[src/hdl/mcu_dm_pkg.sv]
// Shared types and constants for the microcontroller data memory with stack pointer.
// Used by the front, back and top-level modules; depends on nothing else.
package mcu_dm_pkg;

    localparam int DATA_W = 8;
    localparam int ADDR_W = 16;
    localparam int KIND_W = 2;
    localparam int MODE_W = 3;

    // Request modes as they arrive on the input stream.
    localparam logic [MODE_W-1:0] MODE_READ  = 3'd0;
    localparam logic [MODE_W-1:0] MODE_WRITE = 3'd1;
    localparam logic [MODE_W-1:0] MODE_PUSH  = 3'd2;
    localparam logic [MODE_W-1:0] MODE_POP   = 3'd3;
    localparam logic [MODE_W-1:0] MODE_TAKE  = 3'd4;

    // Kind of the last touched cell.
    localparam logic [KIND_W-1:0] KIND_NONE = 2'd0;
    localparam logic [KIND_W-1:0] KIND_SRC  = 2'd1;
    localparam logic [KIND_W-1:0] KIND_DEST = 2'd2;

    // Value returned for refused reads and pops.
    localparam logic [DATA_W-1:0] RD_FILL = 8'hff;

    typedef enum logic [2:0] {
        OP_READ  = 3'd0,
        OP_WRITE = 3'd1,
        OP_PUSH  = 3'd2,
        OP_POP   = 3'd3,
        OP_TAKE  = 3'd4,
        OP_NOP   = 3'd5
    } t_op;

    // Classified request handed from the front to the back.
    typedef struct packed {
        t_op               op;
        logic              in_range;
        logic [ADDR_W-1:0] addr;
        logic [DATA_W-1:0] data;
    } t_req;

    // One result transaction.
    typedef struct packed {
        logic [KIND_W-1:0] kind;
        logic [ADDR_W-1:0] addr;
        logic [DATA_W-1:0] rd;
    } t_res;

endpackage

[src/hdl/mcu_dm_front.sv]
// Front end: accepts request transactions, decodes mode and address range,
// and holds them in a two-entry queue for the back end. Uses mcu_dm_pkg.
module mcu_dm_front
    import mcu_dm_pkg::*;
#(
    parameter int MEMORY_TOP = 2303
) (
    input  logic        i_clk,
    input  logic        i_rst_n,
    input  logic        i_s_axis_tvalid,
    output logic        o_s_axis_tready,
    input  logic [31:0] i_s_axis_tdata,
    input  logic        i_clear_busy,
    input  logic        i_pop,
    output logic        o_req_valid,
    output t_req        o_req
);

    localparam logic [ADDR_W-1:0] TOP_ADDR = ADDR_W'(MEMORY_TOP);

    t_req              r_q [2];
    logic              r_wr_ptr, n_wr_ptr;
    logic              r_rd_ptr, n_rd_ptr;
    logic [1:0]        r_count, n_count;

    logic [MODE_W-1:0] in_mode;
    logic [ADDR_W-1:0] in_addr;
    logic [DATA_W-1:0] in_data;
    t_req              in_req;
    logic              push;

    assign in_mode = i_s_axis_tdata[MODE_W-1:0];
    assign in_addr = i_s_axis_tdata[MODE_W+ADDR_W-1:MODE_W];
    assign in_data = i_s_axis_tdata[MODE_W+ADDR_W+DATA_W-1:MODE_W+ADDR_W];

    always_comb begin
        in_req.addr     = in_addr;
        in_req.data     = in_data;
        in_req.in_range = (in_addr <= TOP_ADDR);
        unique case (in_mode)
            MODE_READ:  in_req.op = OP_READ;
            MODE_WRITE: in_req.op = OP_WRITE;
            MODE_PUSH:  in_req.op = OP_PUSH;
            MODE_POP:   in_req.op = OP_POP;
            MODE_TAKE:  in_req.op = OP_TAKE;
            default:    in_req.op = OP_NOP;
        endcase
    end

    // No new transaction is taken while the memory is being cleared.
    assign o_s_axis_tready = !i_clear_busy && (r_count != 2'd2);
    assign push            = i_s_axis_tvalid && o_s_axis_tready;
    assign o_req_valid     = (r_count != 2'd0);
    assign o_req           = r_q[r_rd_ptr];

    always_comb begin
        n_wr_ptr = r_wr_ptr ^ push;
        n_rd_ptr = r_rd_ptr ^ i_pop;
        n_count  = r_count + {1'b0, push} - {1'b0, i_pop};
    end

    always_ff @(posedge i_clk) begin
        if (!i_rst_n) begin
            r_wr_ptr <= 1'b0;
            r_rd_ptr <= 1'b0;
            r_count  <= 2'd0;
        end else begin
            r_wr_ptr <= n_wr_ptr;
            r_rd_ptr <= n_rd_ptr;
            r_count  <= n_count;
        end
    end

    always_ff @(posedge i_clk) begin
        if (push) begin
            r_q[r_wr_ptr] <= in_req;
        end
    end

endmodule

[config.mk]
export PLATFORM = sky130hd
export DESIGN_NAME = mcu_dm_front
export DESIGN_NICKNAME = d
export VERILOG_FILES = /design/src/hdl/mcu_dm_pkg.sv /design/src/hdl/mcu_dm_front.sv
export SDC_FILE = /design/constraint.sdc
export NUM_CORES = 1
export LEC_CHECK = 0
export BUFFER_PORTS_ARGS = -buffer_cell sky130_fd_sc_hd__buf_2
export CORE_UTILIZATION = 51
export CTS_CLUSTER_DIAMETER = 200
export DETAILED_ROUTE_END_ITERATION = 12
export PLACE_DENSITY = 0.78
export SLEW_MARGIN = 25
export SYNTH_ARGS = -nofsm -noshare
export SYNTH_HDL_FRONTEND = slang
export SYNTH_SLANG_ARGS = --single-unit
[constraint.sdc]
create_clock -name i_clk -period 2.55 [get_ports i_clk]
set_clock_uncertainty 0.15 [all_clocks]
set_input_delay 0.3825 -clock i_clk [delete_from_list [all_inputs] [get_ports i_clk]]
set_output_delay 0.3825 -clock i_clk [all_outputs]
set_load 0.01 [all_outputs]
==> qor.txt <==
Vias in the first global route - 1355
N_diodes - 0
CP Buf/Inv Count - 2
Filler cell count - 315
Drt first pass iters - 4
Final worst path period share - 76.1%
Post_cts resized - 0
CTS tree - yes
Static Leak - 1.11 nW
Worst hold-check path type - in2reg
Slew Limit Headroom - 74.9%
Hold Buf Count CTS - 0
Die area - 4850 µm²
Metal3 WL - 210 µm
Number of remaining DRC errors - 0
Status - finished, final reports clean
Synthesized cell area - 2330 µm²
DRT Wirelength - 3.69 mm
Critical Path Sink Type - output port
Worst path max stage delay - 0.37 ns
Worst-Margin Slew - 0.376 ns
Worst path arrival time - 1.41 ns
Chip Width - 69.6 µm
RSZ-0062 raised after global routing - no
Critical path's top delay family - buffers and inverters
Worst-path cell with the longest stage delay - mux2_2
Worst hold margin - 0.0986 ns
Max-cap violation count - 0
Initial antenna violation count - 0
Initial Utilization - 53.2%
Number of vias in the routed layout - 1229
Post-CTS setup buffers - 0
Worst vdd ir - 0.389 mV
Routed WL per cell - 15.1 µm
Max-slew violations - 0
WL met1 - 1.42 mm
First-pass GRT wire length - 5.96 mm
Max Used Layer - met4
CP max FO - 17
TritonCTS Sinks - 61
Congestion Overflow GR - 0
Synth Warn # - 0
H-tree depth - 3
Post-DP Area - 2700 µm²
Seq/Total Area, Yosys - 76.4%
CTS root buffer - clkbuf_8
Hold_sp - i_s_axis_tdata[7]
CTS buffer count - 9
Syn_nets - 159
Total power - 0.00210 W
Total GRT Usage - 16.8%
Seq cells post-synth - 61
Initial drt markers - 77
Rows - 24
Die span in y - 69.6 µm
Pin count of the biggest net entering global routing - 29
Fraction of layout cells with a size suffix above 1 - 54.4%
CTS Buffer Depth - 2
Antenna viol nets, final - 0
Wire length on met2 - 2.02 mm
Fmax - 0.516 GHz
Setup violations, final - 0
P&R area growth vs syn - 21.7%
Power Density - 741 nW/µm²
CTS clk-pin slew, worst paths - 0.06 ns
Cell Chain, Critical Path - buf_4 -> mux2_2 -> buf_2
Register area - 1780 µm²
Floorplan core area - 4380 µm²
Final hold vios - 0
Nets - 231
Startpoint types - flip-flop
Final design instance area without fill - 2840 µm²
# port buffers - 61
Tmin final - 1.94 ns
Clk_lat worst skew - 0.31 ns
Critical path class - reg2out
Avg Inst Size Synth - 19.8 µm²
I/O pins - 67
Multi-input gate area - 494 µm²
Synthesized instance count - 118
Routed vias/inst - 5.02
Post-route setup TNS - 0 ns
DP Wirelength - 2.56 mm
Worst reg2reg startpoint - r_count[1]$_SDFF_PN0_
Netlist cell types - 19
Req. time, crit path - 2.02 ns
GPL Wtd Cong - 0.669
metal layers:
| layer | track usage [%] | vias to the layer above |
|---|---|---|
| li1 | - | 590 |
| met1 | 18.2 | 599 |
| met2 | 28.2 | 35 |
| met3 | 5.67 | 5 |
| met4 | 10.7 | 0 |
| met5 | 0 | - |
area by class of cell:
cell class              count  share of cell area [%]
clock inverters             5                   0.705
inverters                   5                   0.661
well taps                  52                    2.29
flip-flops and latches     61                    62.8
repair buffers             65                    11.8
clock buffers               9                    4.36
multi-input cells          48                    17.4
state kept, by name, summed over array words and instances (netlist names), named ones only:
signal	flops
r_q	56
r_count	2
r_rd_ptr	1
r_wr_ptr	1
report_power, final:
| group | internal (W) | total [W] | switching (W) |
|---|---|---|---|
| Combinational | 0.000139 | 0.000280 | 0.000141 |
| Sequential | 0.00116 | 0.00118 | 0.0000200 |
| Clock | 0.000326 | 0.000639 | 0.000313 |
| Total | 0.00163 | 0.00210 | 0.000474 |
cell families (layout without fill, tap and decap cells):
kind of cell / count (synthesis) / count (layout) / synth area share (%)
buffers and inverters: 9 / 84 / 2.41
adders and majority gates: 4 / 4 / 2.15
DFF: 61 / 61 / 76.4
muxes: 28 / 28 / 13.5
AOI/OAI and AO/OA: 5 / 5 / 1.66
and+or+nand+nor: 9 / 9 / 2.52
xor gates and xnor gates: 2 / 2 / 1.34
final timing paths:
check | cells after the start | to | slack [ns]
worst min register to register | 3 | r_wr_ptr$_SDFF_PN0_ | 0.41
worst max-delay path | 3 | o_req[16] | 0.61
worst max register to register | 7 | r_count[1]$_SDFF_PN0_ | 0.90
worst min-delay path | 1 | r_q[1][12]$_DFFE_PP_ | 0.1
placed cells by master (no fill, tap or decap), drive strengths merged:
cell type  count
buf           65
mux2          28
o211ai         1
and2           3
a21o           1
nand2          1
clkbuf         9
or4            1
nor2b          3
edfxtp        56
dfxtp          5
a21oi          2
xor2           1
clkinv         5
ha             4
xnor3          1
inv            5
o211a          1
or3            1
cell usage after synthesis:
cell / count / area [µm²]
edfxtp_1: 56 / 1680
mux2_2: 28 / 315
dfxtp_1: 5 / 100
inv_1: 5 / 18.8
ha_1: 4 / 50.1
and2_1: 3 / 18.8
buf_6: 3 / 33.8
nor2b_1: 3 / 18.8
a21o_1: 1 / 7.51
a21oi_1: 1 / 5.00
a21oi_2: 1 / 8.76
clkbuf_1: 1 / 3.75
nand2_1: 1 / 3.75
o211a_1: 1 / 10.0
o211ai_1: 1 / 7.51
or3_1: 1 / 6.26
or4_4: 1 / 11.3
xnor3_1: 1 / 22.5
xor2_1: 1 / 8.76
through the flow:
step / util, % / setup WS (ns) / cells
after floorplan: - / 0.675 / 118
after global placement: 61.5 / 0.847 / 231
after detailed placement: 61.5 / 0.797 / 231
after CTS: 64.8 / 0.581 / 245
after global routing: 64.8 / 0.539 / 245
final: 64.8 / 0.610 / 245
No activity file was read; power rests on OpenSTA's default activity.
